[src/hdl/ppc_pkg.sv]
// Shared types and constants for the clamped positional PID unit.
// Used by the interfaces, front end, queue, back end and top level.
package ppc_pkg;

  // Field and register widths
  localparam int SAMPLE_W   = 16;
  localparam int GAIN_W     = 16;
  localparam int LIMIT_W    = 15;
  localparam int ERR_W      = 17;
  localparam int SUM_W      = 32;
  localparam int DERR_W     = 18;
  localparam int FRAC_BITS  = 8;

  // Product and accumulator widths
  localparam int PROD_P_W   = GAIN_W + ERR_W;
  localparam int PROD_I_W   = GAIN_W + SUM_W;
  localparam int PROD_D_W   = GAIN_W + DERR_W;
  localparam int ACC_W      = PROD_I_W + 2;
  localparam int VAL_W      = ACC_W - FRAC_BITS;

  // Configuration port
  localparam int CFG_IDX_W  = 3;
  localparam int CFG_DATA_W = 16;

  // Queue between front and back
  localparam int QDEPTH     = 2;
  localparam int QPTR_W     = $clog2(QDEPTH);
  localparam int QCNT_W     = $clog2(QDEPTH + 1);

  localparam logic [LIMIT_W-1:0] DRIVE_LIMIT_RESET = LIMIT_W'(2000);
  localparam logic signed [SUM_W-1:0] SUM_MAX = {1'b0, {(SUM_W-1){1'b1}}};
  localparam logic signed [SUM_W-1:0] SUM_MIN = {1'b1, {(SUM_W-1){1'b0}}};

  typedef enum logic [CFG_IDX_W-1:0] {
    REG_SETPOINT    = 3'd0,
    REG_GAIN_P      = 3'd1,
    REG_GAIN_I      = 3'd2,
    REG_GAIN_D      = 3'd3,
    REG_DRIVE_LIMIT = 3'd4
  } reg_idx_t;

  typedef struct packed {
    logic signed [SAMPLE_W-1:0] setpoint;
    logic signed [GAIN_W-1:0]   gain_p;
    logic signed [GAIN_W-1:0]   gain_i;
    logic signed [GAIN_W-1:0]   gain_d;
    logic        [LIMIT_W-1:0]  drive_limit;
  } cfg_t;

  // One classified sample waiting for the arithmetic
  typedef struct packed {
    logic signed [ERR_W-1:0]  err;
    logic signed [SUM_W-1:0]  sum;
    logic signed [DERR_W-1:0] derr;
  } q_entry_t;

  typedef struct packed {
    logic     valid;
    q_entry_t data;
  } q_xfer_t;

endpackage

[src/hdl/ppc_in_if.sv]
// Sample channel: valid/ready handshake carrying one feedback value.
// Depends on ppc_pkg.
interface ppc_in_if
  import ppc_pkg::*;
();
  logic                       valid;
  logic                       ready;
  logic signed [SAMPLE_W-1:0] feedback;

  modport source (output valid, output feedback, input ready);
  modport sink   (input valid, input feedback, output ready);
endinterface

[src/hdl/ppc_out_if.sv]
// Result channel: valid/ready handshake carrying the clamped drive.
// Depends on ppc_pkg.
interface ppc_out_if
  import ppc_pkg::*;
();
  logic                       valid;
  logic                       ready;
  logic signed [SAMPLE_W-1:0] drive;
  logic                       clamped;

  modport source (output valid, output drive, output clamped, input ready);
  modport sink   (input valid, input drive, input clamped, output ready);
endinterface

[src/hdl/positional_pid_clamped_unit.sv]
// Clamped positional PID unit: one feedback sample per request, one drive out.
// An accepted sample is written into the queue, then passes the product, sum and output registers.
// Throughput: one sample per cycle while the queue is not full, set by the integral update
// in the front end; the multiply, sum and clamp stages are pipelined behind it.
// Reset (synchronous, active high): integral and last error cleared, gains and
// setpoint 0, drive limit 2000; queue and pipeline emptied.
module positional_pid_clamped_unit
  import ppc_pkg::*;
(
  input  logic                  clk,
  input  logic                  rst,
  input  logic                  cfg_we,
  input  logic [CFG_IDX_W-1:0]  cfg_index,
  input  logic [CFG_DATA_W-1:0] cfg_data,
  ppc_in_if.sink                sample,
  ppc_out_if.source             result
);

  cfg_t    cfg;
  q_xfer_t push;
  q_xfer_t head;
  logic    q_full;
  logic    pop;

  // Configuration registers
  always_ff @(posedge clk) begin
    if (rst) begin
      cfg.setpoint    <= '0;
      cfg.gain_p      <= '0;
      cfg.gain_i      <= '0;
      cfg.gain_d      <= '0;
      cfg.drive_limit <= DRIVE_LIMIT_RESET;
    end else if (cfg_we) begin
      unique case (cfg_index)
        REG_SETPOINT:    cfg.setpoint    <= cfg_data;
        REG_GAIN_P:      cfg.gain_p      <= cfg_data;
        REG_GAIN_I:      cfg.gain_i      <= cfg_data;
        REG_GAIN_D:      cfg.gain_d      <= cfg_data;
        REG_DRIVE_LIMIT: cfg.drive_limit <= cfg_data[LIMIT_W-1:0];
        default: ;
      endcase
    end
  end

  ppc_front u_front (
    .clk    (clk),
    .rst    (rst),
    .cfg    (cfg),
    .q_full (q_full),
    .push   (push),
    .sample (sample)
  );

  ppc_queue u_queue (
    .clk  (clk),
    .rst  (rst),
    .push (push),
    .pop  (pop),
    .full (q_full),
    .head (head)
  );

  ppc_back u_back (
    .clk    (clk),
    .rst    (rst),
    .cfg    (cfg),
    .head   (head),
    .pop    (pop),
    .result (result)
  );

endmodule

[src/hdl/ppc_front.sv]
// Front end: takes feedback requests, forms the error, the saturating
// integral and the error difference, and pushes them to the queue. Uses ppc_pkg.
module ppc_front
  import ppc_pkg::*;
(
  input  logic       clk,
  input  logic       rst,
  input  cfg_t       cfg,
  input  logic       q_full,
  output q_xfer_t    push,
  ppc_in_if.sink     sample
);

  logic signed [SUM_W-1:0] error_sum;
  logic signed [ERR_W-1:0] prior_error;

  logic signed [ERR_W-1:0]  err;
  logic signed [SUM_W:0]    sum_wide;
  logic signed [SUM_W-1:0]  sum_sat;
  logic signed [DERR_W-1:0] derr;
  logic                     take;

  assign sample.ready = !q_full && !rst;
  assign take = sample.valid && sample.ready;

  // Error and its difference to the last step
  always_comb begin
    err  = ERR_W'(cfg.setpoint) - ERR_W'(sample.feedback);
    derr = DERR_W'(err) - DERR_W'(prior_error);
  end

  // Integral with saturation at the 32-bit bounds
  always_comb begin
    sum_wide = (SUM_W+1)'(error_sum) + (SUM_W+1)'(err);
    if (sum_wide[SUM_W] != sum_wide[SUM_W-1]) begin
      sum_sat = sum_wide[SUM_W] ? SUM_MIN : SUM_MAX;
    end else begin
      sum_sat = sum_wide[SUM_W-1:0];
    end
  end

  assign push.valid     = take;
  assign push.data.err  = err;
  assign push.data.sum  = sum_sat;
  assign push.data.derr = derr;

  always_ff @(posedge clk) begin
    if (rst) begin
      error_sum   <= '0;
      prior_error <= '0;
    end else if (take) begin
      error_sum   <= sum_sat;
      prior_error <= err;
    end
  end

endmodule

[src/hdl/ppc_queue.sv]
// Short queue decoupling the front end from the arithmetic back end.
// Holds q_entry_t items from ppc_pkg.
module ppc_queue
  import ppc_pkg::*;
(
  input  logic    clk,
  input  logic    rst,
  input  q_xfer_t push,
  input  logic    pop,
  output logic    full,
  output q_xfer_t head
);

  q_entry_t            mem [QDEPTH];
  logic [QPTR_W-1:0]   wr_ptr;
  logic [QPTR_W-1:0]   rd_ptr;
  logic [QCNT_W-1:0]   count;
  logic                do_push;
  logic                do_pop;

  assign full       = (count == QCNT_W'(QDEPTH));
  assign head.valid = (count != '0);
  assign head.data  = mem[rd_ptr];
  assign do_push    = push.valid && !full;
  assign do_pop     = pop && head.valid;

  // Storage
  always_ff @(posedge clk) begin
    if (do_push) begin
      mem[wr_ptr] <= push.data;
    end
  end

  // Pointers and fill count
  always_ff @(posedge clk) begin
    if (rst) begin
      wr_ptr <= '0;
      rd_ptr <= '0;
      count  <= '0;
    end else begin
      if (do_push) begin
        wr_ptr <= (wr_ptr == QPTR_W'(QDEPTH - 1)) ? '0 : wr_ptr + 1'b1;
      end
      if (do_pop) begin
        rd_ptr <= (rd_ptr == QPTR_W'(QDEPTH - 1)) ? '0 : rd_ptr + 1'b1;
      end
      if (do_push && !do_pop) begin
        count <= count + 1'b1;
      end else if (do_pop && !do_push) begin
        count <= count - 1'b1;
      end
    end
  end

`ifndef ASSERT_OFF
  a_count_bound: assert property (@(posedge clk) disable iff (rst)
    count <= QCNT_W'(QDEPTH))
    else $error("queue count beyond depth");
  a_push_grows: assert property (@(posedge clk) disable iff (rst)
    (do_push && !do_pop) |=> count == $past(count) + 1'b1)
    else $error("queue count did not grow on push");
  a_pop_shrinks: assert property (@(posedge clk) disable iff (rst)
    (do_pop && !do_push) |=> count == $past(count) - 1'b1)
    else $error("queue count did not shrink on pop");
`endif

endmodule

[src/hdl/ppc_back.sv]
// Back end: three multiplies, a registered sum, then shift and clamp into
// the output register. Uses ppc_pkg and ppc_out_if.
module ppc_back
  import ppc_pkg::*;
(
  input  logic       clk,
  input  logic       rst,
  input  cfg_t       cfg,
  input  q_xfer_t    head,
  output logic       pop,
  ppc_out_if.source  result
);

  logic                       s1_valid;
  logic signed [PROD_P_W-1:0] prod_p;
  logic signed [PROD_I_W-1:0] prod_i;
  logic signed [PROD_D_W-1:0] prod_d;

  logic                       s2_valid;
  logic signed [ACC_W-1:0]    acc;

  logic                       en1;
  logic                       en2;
  logic                       en3;

  logic signed [VAL_W-1:0]    val;
  logic signed [VAL_W-1:0]    lim;
  logic signed [VAL_W-1:0]    drive_next;
  logic                       clamped_next;

  // Stall chain, output side first
  assign en3 = !result.valid || result.ready;
  assign en2 = !s2_valid || en3;
  assign en1 = !s1_valid || en2;
  assign pop = head.valid && en1;

  // Stage 1: products
  always_ff @(posedge clk) begin
    if (en1) begin
      prod_p <= cfg.gain_p * head.data.err;
      prod_i <= cfg.gain_i * head.data.sum;
      prod_d <= cfg.gain_d * head.data.derr;
    end
  end

  // Stage 2: full-precision sum
  always_ff @(posedge clk) begin
    if (en2) begin
      acc <= ACC_W'(prod_p) + ACC_W'(prod_i) + ACC_W'(prod_d);
    end
  end

  // Floor shift and symmetric clamp
  always_comb begin
    val          = acc[ACC_W-1:FRAC_BITS];
    lim          = $signed({{(VAL_W-LIMIT_W){1'b0}}, cfg.drive_limit});
    drive_next   = val;
    clamped_next = 1'b0;
    priority if (val > lim) begin
      drive_next   = lim;
      clamped_next = 1'b1;
    end else if (val < -lim) begin
      drive_next   = -lim;
      clamped_next = 1'b1;
    end
  end

  // Output register
  always_ff @(posedge clk) begin
    if (en3) begin
      result.drive   <= drive_next[SAMPLE_W-1:0];
      result.clamped <= clamped_next;
    end
  end

  // Valid bits
  always_ff @(posedge clk) begin
    if (rst) begin
      s1_valid     <= 1'b0;
      s2_valid     <= 1'b0;
      result.valid <= 1'b0;
    end else begin
      if (en1) s1_valid <= head.valid;
      if (en2) s2_valid <= s1_valid;
      if (en3) result.valid <= s2_valid;
    end
  end

`ifndef ASSERT_OFF
  a_stall_holds: assert property (@(posedge clk) disable iff (rst)
    (s2_valid && result.valid && !result.ready) |=> s2_valid && $stable(acc))
    else $error("sum stage lost its item under stall");
  a_pop_feeds: assert property (@(posedge clk) disable iff (rst)
    pop |=> s1_valid)
    else $error("popped item did not reach the multiply stage");
  a_clamp_bound: assert property (@(posedge clk) disable iff (rst)
    (result.valid && result.clamped) |->
      (result.drive == $signed({1'b0, cfg.drive_limit}) ||
       result.drive == -$signed({1'b0, cfg.drive_limit})))
    else $error("clamped drive is not at the limit");
`endif

endmodule

[src/flat_wrapper.sv]
// flat-port wrapper written by rule: the top's interface ports become plain ports
module positional_pid_clamped_unit_flat import ppc_pkg::*;
  (clk, rst, cfg_we, cfg_index, cfg_data, sample_valid, sample_feedback, sample_ready, result_valid, result_drive, result_clamped, result_ready);
  ppc_in_if sample_i ();
  ppc_out_if result_i ();
  input  logic clk;
  input  logic rst;
  input  logic cfg_we;
  input  logic [CFG_IDX_W-1:0] cfg_index;
  input  logic [CFG_DATA_W-1:0] cfg_data;
  input wire logic [$bits(sample_i.valid)-1:0] sample_valid;
  input wire logic [$bits(sample_i.feedback)-1:0] sample_feedback;
  output wire logic [$bits(sample_i.ready)-1:0] sample_ready;
  output wire logic [$bits(result_i.valid)-1:0] result_valid;
  output wire logic [$bits(result_i.drive)-1:0] result_drive;
  output wire logic [$bits(result_i.clamped)-1:0] result_clamped;
  input wire logic [$bits(result_i.ready)-1:0] result_ready;
  assign sample_i.valid = sample_valid;
  assign sample_i.feedback = sample_feedback;
  assign sample_ready = sample_i.ready;
  assign result_valid = result_i.valid;
  assign result_drive = result_i.drive;
  assign result_clamped = result_i.clamped;
  assign result_i.ready = result_ready;
  positional_pid_clamped_unit u_core (.clk(clk), .rst(rst), .cfg_we(cfg_we), .cfg_index(cfg_index), .cfg_data(cfg_data), .sample(sample_i), .result(result_i));
endmodule
[config.mk]
export PLATFORM = sky130hd
export DESIGN_NAME = positional_pid_clamped_unit_flat
export DESIGN_NICKNAME = d
export VERILOG_FILES = /design/src/hdl/ppc_pkg.sv /design/src/hdl/ppc_in_if.sv /design/src/hdl/ppc_out_if.sv /design/src/hdl/positional_pid_clamped_unit.sv /design/src/hdl/ppc_front.sv /design/src/hdl/ppc_queue.sv /design/src/hdl/ppc_back.sv /design/src/flat_wrapper.sv
export SDC_FILE = /design/constraint.sdc
export NUM_CORES = 2
export LEC_CHECK = 0
export CAP_MARGIN = 20
export CORE_UTILIZATION = 41
export CTS_CLUSTER_DIAMETER = 40
export DETAILED_ROUTE_END_ITERATION = 16
export DONT_BUFFER_PORTS = 1
export GPL_ROUTABILITY_DRIVEN = 0
export HOLD_SLACK_MARGIN = 0.15
export PLACE_DENSITY = 0.52
export SLEW_MARGIN = 20
export SYNTH_ARGS = -nofsm -noshare
export SYNTH_HDL_FRONTEND = slang
export SYNTH_HIERARCHICAL = 1
export SYNTH_SLANG_ARGS = --single-unit
[constraint.sdc]
create_clock -name clk -period 9.8 [get_ports clk]
set_clock_uncertainty 0.2 [all_clocks]
set_input_delay 0.98 -clock clk [delete_from_list [all_inputs] [get_ports clk]]
set_output_delay 0.98 -clock clk [all_outputs]
set_load 0.01 [all_outputs]
## Yosys cells after proc, flatten, opt, wreduce, memory -nomap -nowiden

Memories as Yosys holds them, arrays and structs flattened. A register that Yosys moved wholly into a read port is not among the register bits.
Index checks and enable logic that the tools add are counted.

- Register bits after elaboration: 317
- RAM bits: 134
- Output and inout bits: 19
- Memories: 1

- Add/sub/neg operators: 10
- Multiply operators: 3
- Magnitude comparators: 2
- Equality and inequality tests: 6
- Mux-type cells: 13
- Reductions and logical operators: 25

Memory list:

| name | depth | width | rd ports | clocked after memory_dff | wr ports | line | text |
|---|---|---|---|---|---|---|---|
| u_core.u_queue.mem | 2 | 67 | 1 | 1 | 1 | ppc_queue.sv:14 | `q_entry_t mem [QDEPTH];` |

Operators by type and width:

| cell | number |
|---|---|
| $mux 32 | 2 |
| $add 49x34->50 | 1 |
| $add 33x48->49 | 1 |
| $mul 16x32->48 | 1 |
| $gt 42x16->1 | 1 |
| $lt 42x42->1 | 1 |
| $neg 15->42 | 1 |
| $mul 16x18->34 | 1 |
| $add 32x17->33 | 1 |
| $mul 16x17->33 | 1 |
| $sub 17x17->18 | 1 |
| $sub 16x16->17 | 1 |
| $mux 16 | 1 |
| $mux 15 | 1 |
| $reduce_and 2->1 | 5 |
| $logic_and 1x1->1 | 7 |
| $logic_not 1->1 | 7 |
| $mux 1 | 7 |
| $eq 3x2->1 const B | 2 |
| $mux 2 | 2 |
| $reduce_bool 2->1 | 2 |
| $eq 3x1->1 const B | 1 |
| $eq 3x3->1 const B | 1 |
| $logic_not 3->1 | 1 |
| 6 further kinds | 9 |

## Logic depth before layout (Yosys ltp)

- Depth in word-level cells: 9
- Depth in mapped cells: 28

## By module

Netlist, hierarchy kept.

Modules (own cells, without submodules):

| module | times used | cells an instance | area each (µm²) | sequential area each (µm²) |
|---|---|---|---|---|
| ppc_back | 1 | 5152 | 49042.0 | 5285.1 |
| ppc_front | 1 | 704 | 5201.2 | 980.9 |
| ppc_queue | 1 | 233 | 5054.8 | 4124.0 |
| positional_pid_clamped_unit | 1 | 287 | 3168.0 | 1581.5 |

## Worst setup path after synthesis

No wires, ideal clock.

- Kind: register to register
- From: reg (tool-made name)
- To: reg u_core.u_back.prod_d[33] (data pin)
- Data arrival time: 6.771 ns
- Data required time: 9.332 ns
- Setup slack: 2.561 ns
- Stages on the path, launching flop included: 28
- Path buffers: 3
- Cell sequence: dfxtp_1 -> buf_4 -> buf_6 -> mux2_2 -> clkbuf_1 -> nand2_1 -> inv_1 -> fa_1 -> fa_1 -> inv_1 -> fa_1 -> fa_1 -> inv_1 -> fa_1 -> inv_1 -> fa_1 -> inv_1 -> ha_1 -> nand2_1 -> nor3_1 -> nor2_1 -> o211ai_1 -> o21ai_0 -> a21o_1 -> a21oi_1 -> a41o_1 -> o41ai_1 -> xnor2_1

RTL lines:

| what | line | text |
|---|---|---|
| end signal, assigned | ppc_back.sv:42 | `prod_d <= cfg.gain_d * head.data.derr;` |
| end, declared | ppc_back.sv:17 | `logic signed [PROD_D_W-1:0] prod_d;` |

==> impl_metrics.toml <==
[setup_path]
critical_path_arrival_ps = 8290
slowest_delay_ps = 730
startpoint_type = "flop"
endpoint_kind = "flop"
worst_path_most_repeated_cell = "fa_1"
slowest_stage = "dfxtp_4"
cp_cell_sequence = "buf_12 -> mux2_2 -> nand2_1 -> fa_1 -> inv_1 -> fa_1 -> inv_1 -> fa_1 -> inv_1 -> fa_1 -> inv_1 -> fa_1 -> inv_1 -> fa_1 -> ha_1 -> nand4_1 -> o21ai_0 -> o211ai_1 -> a311oi_1 -> nor3_1 -> xnor2_1"
cp_top_family = "adder cells"
crit_fanout = 34
crit_buf_inv = 6
required_ps = 10020
path_class = "reg -> reg"

[flow_run]
maxCapViolations = 0

[pwr]
total_power_mw = 12.5
power_leakage_nw = 32.9
pwr-share-seq_pct = 25.6
pwr-share-comb_pct = 49.3
clkPwrFrac_pct = 25.1
irDropWorstVdd_uv = 161
p_switching_mw = 5.57
switching_share_pct = 44.7
intPower_mw = 6.89
power_per_cell_area_nw_per_um2 = 185

[sta]
slew_violations = 0
fin_ws_ps = 1730
hold_violations = 0
fin_tns_setup_ps = 0
timing.fmax_ghz = 0.124
finalCritPeriodShare_pct = 82.4
rsz0062_at_grt = "false"
setup_viol = 0
min_period_ps = 8070
relSlewSlack_pct = 21.6
tightestPinTransition_ps = 1180
holdWs_ps = 237

[floorplanning]
start_util_pct = 41.5
core-area_um2 = 150000
rows = 142
dieHeight_um = 392
ios = 59
die_area_um2 = 154000
die_w_um = 392

[clock_network]
cts_sinks = 444
cts_tree = "yes"
h-tree-depth = 3
hold_buffers = 0
path_clk_slew_ps = 60
clk_latency_ps = 710
root_buffer = "clkbuf_16"
cts_buffers = 85
cts.path.max_buffers = 3
post_cts.repair.setup_buffers = 0
cts_resized = 0

[placed_design]
place_hpwl_um = 137000
placed_cell_area_um2 = 64400
post-place-ws_ps = 1690
io_buffers = 0

[yosys]
yosysWarnings = 6
synth.distinct_cells = 94
synth.avg_cell_area_um2 = 9.80
synth_compound_area_share_pct = 7.41
syn_nets = 7974
synthMuxAreaShare_pct = 2.67
synth_seq_cells = 444
ys_seq_area_share_pct = 19.2
synth_edf_count = 308
synth_top_family_by_area = "adder cells"
synth_area_um2 = 62500
synth_xor_area_share_pct = 3.32
synth_simple_gate_area_share_pct = 13.6
synth_ff_type = "edfxtp_1"
async_flop_share_pct = 0
synth_fa_ha_area_share_pct = 44.5
syn-instance-count = 6376

[routing]
wl_per_cell_um = 20.7
finalWirelength_um = 174000
routed_via_density = 5.12
drcViolationCount = 0
first_iter_violations = 2755
num_vias = 42853
ant_nets = 0
drt-pass1-iter-count = 5

[layout]
fin_nets = 7874
drive_gt1_share_pct = 5.26
fin_area_um2 = 67500
nFillCells = 14616
synthToLayoutAreaGrowth_pct = 8.12

[outcome]
status = "completed"

[global_route]
grt_use_total_pct = 23.4
grt-ovfl-total = 0
grt_pass1_wl_um = 273000
grt_max_degree = 129
antenna_found_initial = 7
grt_pass1_vias = 46230

[min_path]
min_path_type = "in -> reg"
holdCritStartpoint = "rst"
==> Yosys cell counts (34+ instances only) <==
cell type / count / area [um2]
xnor2_1: 175 / 1530
a21o_1: 105 / 788
edfxtp_1: 308 / 9250
ha_1: 456 / 5710
and2_1: 417 / 2610
nand4_1: 34 / 213
nand3_1: 43 / 215
nand2b_1: 132 / 826
nor3_1: 45 / 225
xor2_1: 62 / 543
fa_1: 1102 / 22100
nor2_1: 174 / 653
inv_1: 1292 / 4850
o21ai_0: 118 / 591
a21oi_1: 249 / 1250
mux2_2: 71 / 800
mux2i_1: 87 / 871
clkbuf_1: 200 / 751
dfxtp_1: 136 / 2720
nand2_1: 776 / 2910
==> cell type report <==
class,instances,area [um2],share of cell area [%]
inverters,1293,4850,7.19
repair buffers,49,384,0.569
diodes,5,12.5,0.0185
clock inverters,68,881,1.30
well taps,2016,2520,3.73
flip-flops and latches,444,12000,17.7
multi-input cells,4403,44700,66.2
clock buffers,92,2200,3.26
==> metrics by stage <==
stage          util, %  std cells
4_1_cts           44.9       8365
5_1_grt           44.9       8366
3_3_place_gp      42.8       8205
3_5_place_dp      42.8       8205
2_1_floorplan        -       6376
6_report          44.9       8370
==> sequential cells by signal, summed over array words and instances (netlist names), named ones only <==
register / flops
u_core/u_queue/rd_ptr: 1
u_core/u_back/s2_valid: 1
u_core/u_back/result.drive: 16
u_core/u_back/result.clamped: 1
u_core/u_queue/mem: 134
u_core/cfg: 79
u_core/u_front/error_sum: 32
u_core/u_back/prod_i: 48
u_core/u_back/result.valid: 1
u_core/u_back/prod_d: 34
u_core/u_queue/wr_ptr: 1
u_core/u_queue/count: 2
u_core/u_front/prior_error: 17
u_core/u_back/s1_valid: 1
u_core/u_back/prod_p: 33
u_core/u_back/acc: 42
==> layer usage <==
metal	vias to the layer above	wire, um	global-route usage (%)
met1	21915	80800	33.2
met3	207	9220	3.23
met4	0	4800	6.82
met5	-	0	0
met2	1031	78700	37.1
li1	19700	-	-
==> logic make-up (layout without fill, tap and decap cells) <==
logic type      after synthesis  after routing
xor+xnor                    237            237
flops                       444            444
fa+ha+maj                  1558           1558
other cells                   0              5
simple gates               1740           1740
buf+inv                    1529           1502
compound gates              710            710
mux                         158            158
==> cell usage in the layout, fill, tap and decap left out, drive strengths merged, types with 45 or more instances in the layout <==
cell type / count
xnor2: 175
a21oi: 254
nand2b: 132
ha: 456
o21ai: 123
xor2: 62
inv: 1325
mux2: 71
dfxtp: 136
mux2i: 87
edfxtp: 308
and2: 419
buf: 49
clkbuf: 92
nand2: 776
nor2: 174
nor3: 45
a21o: 105
fa: 1102
==> worst paths after layout <==
kind / slack, ps / cells after the start / end
worst max-delay path: 1730 / 21 / u_core/u_back/prod_d[28]
worst min-delay path: 240 / 1 / u_core/u_queue/wr_ptr
worst max register to register: 1730 / 21 / u_core/u_back/prod_d[28]
worst min register to register: 280 / 2 / u_core/cfg[44]
==> power by group through the flow <==
stage	clock, mW	combinational (mW)	sequential [mW]
final	3.13	6.14	3.19
after floorplan	0	4.31	3.04
after global routing	3.27	6.86	3.26
after CTS	3.20	6.18	3.21
after global placement	0	6.08	3.24
after detailed placement	0	6.15	3.24
No activity file was read; power rests on OpenSTA's default activity.
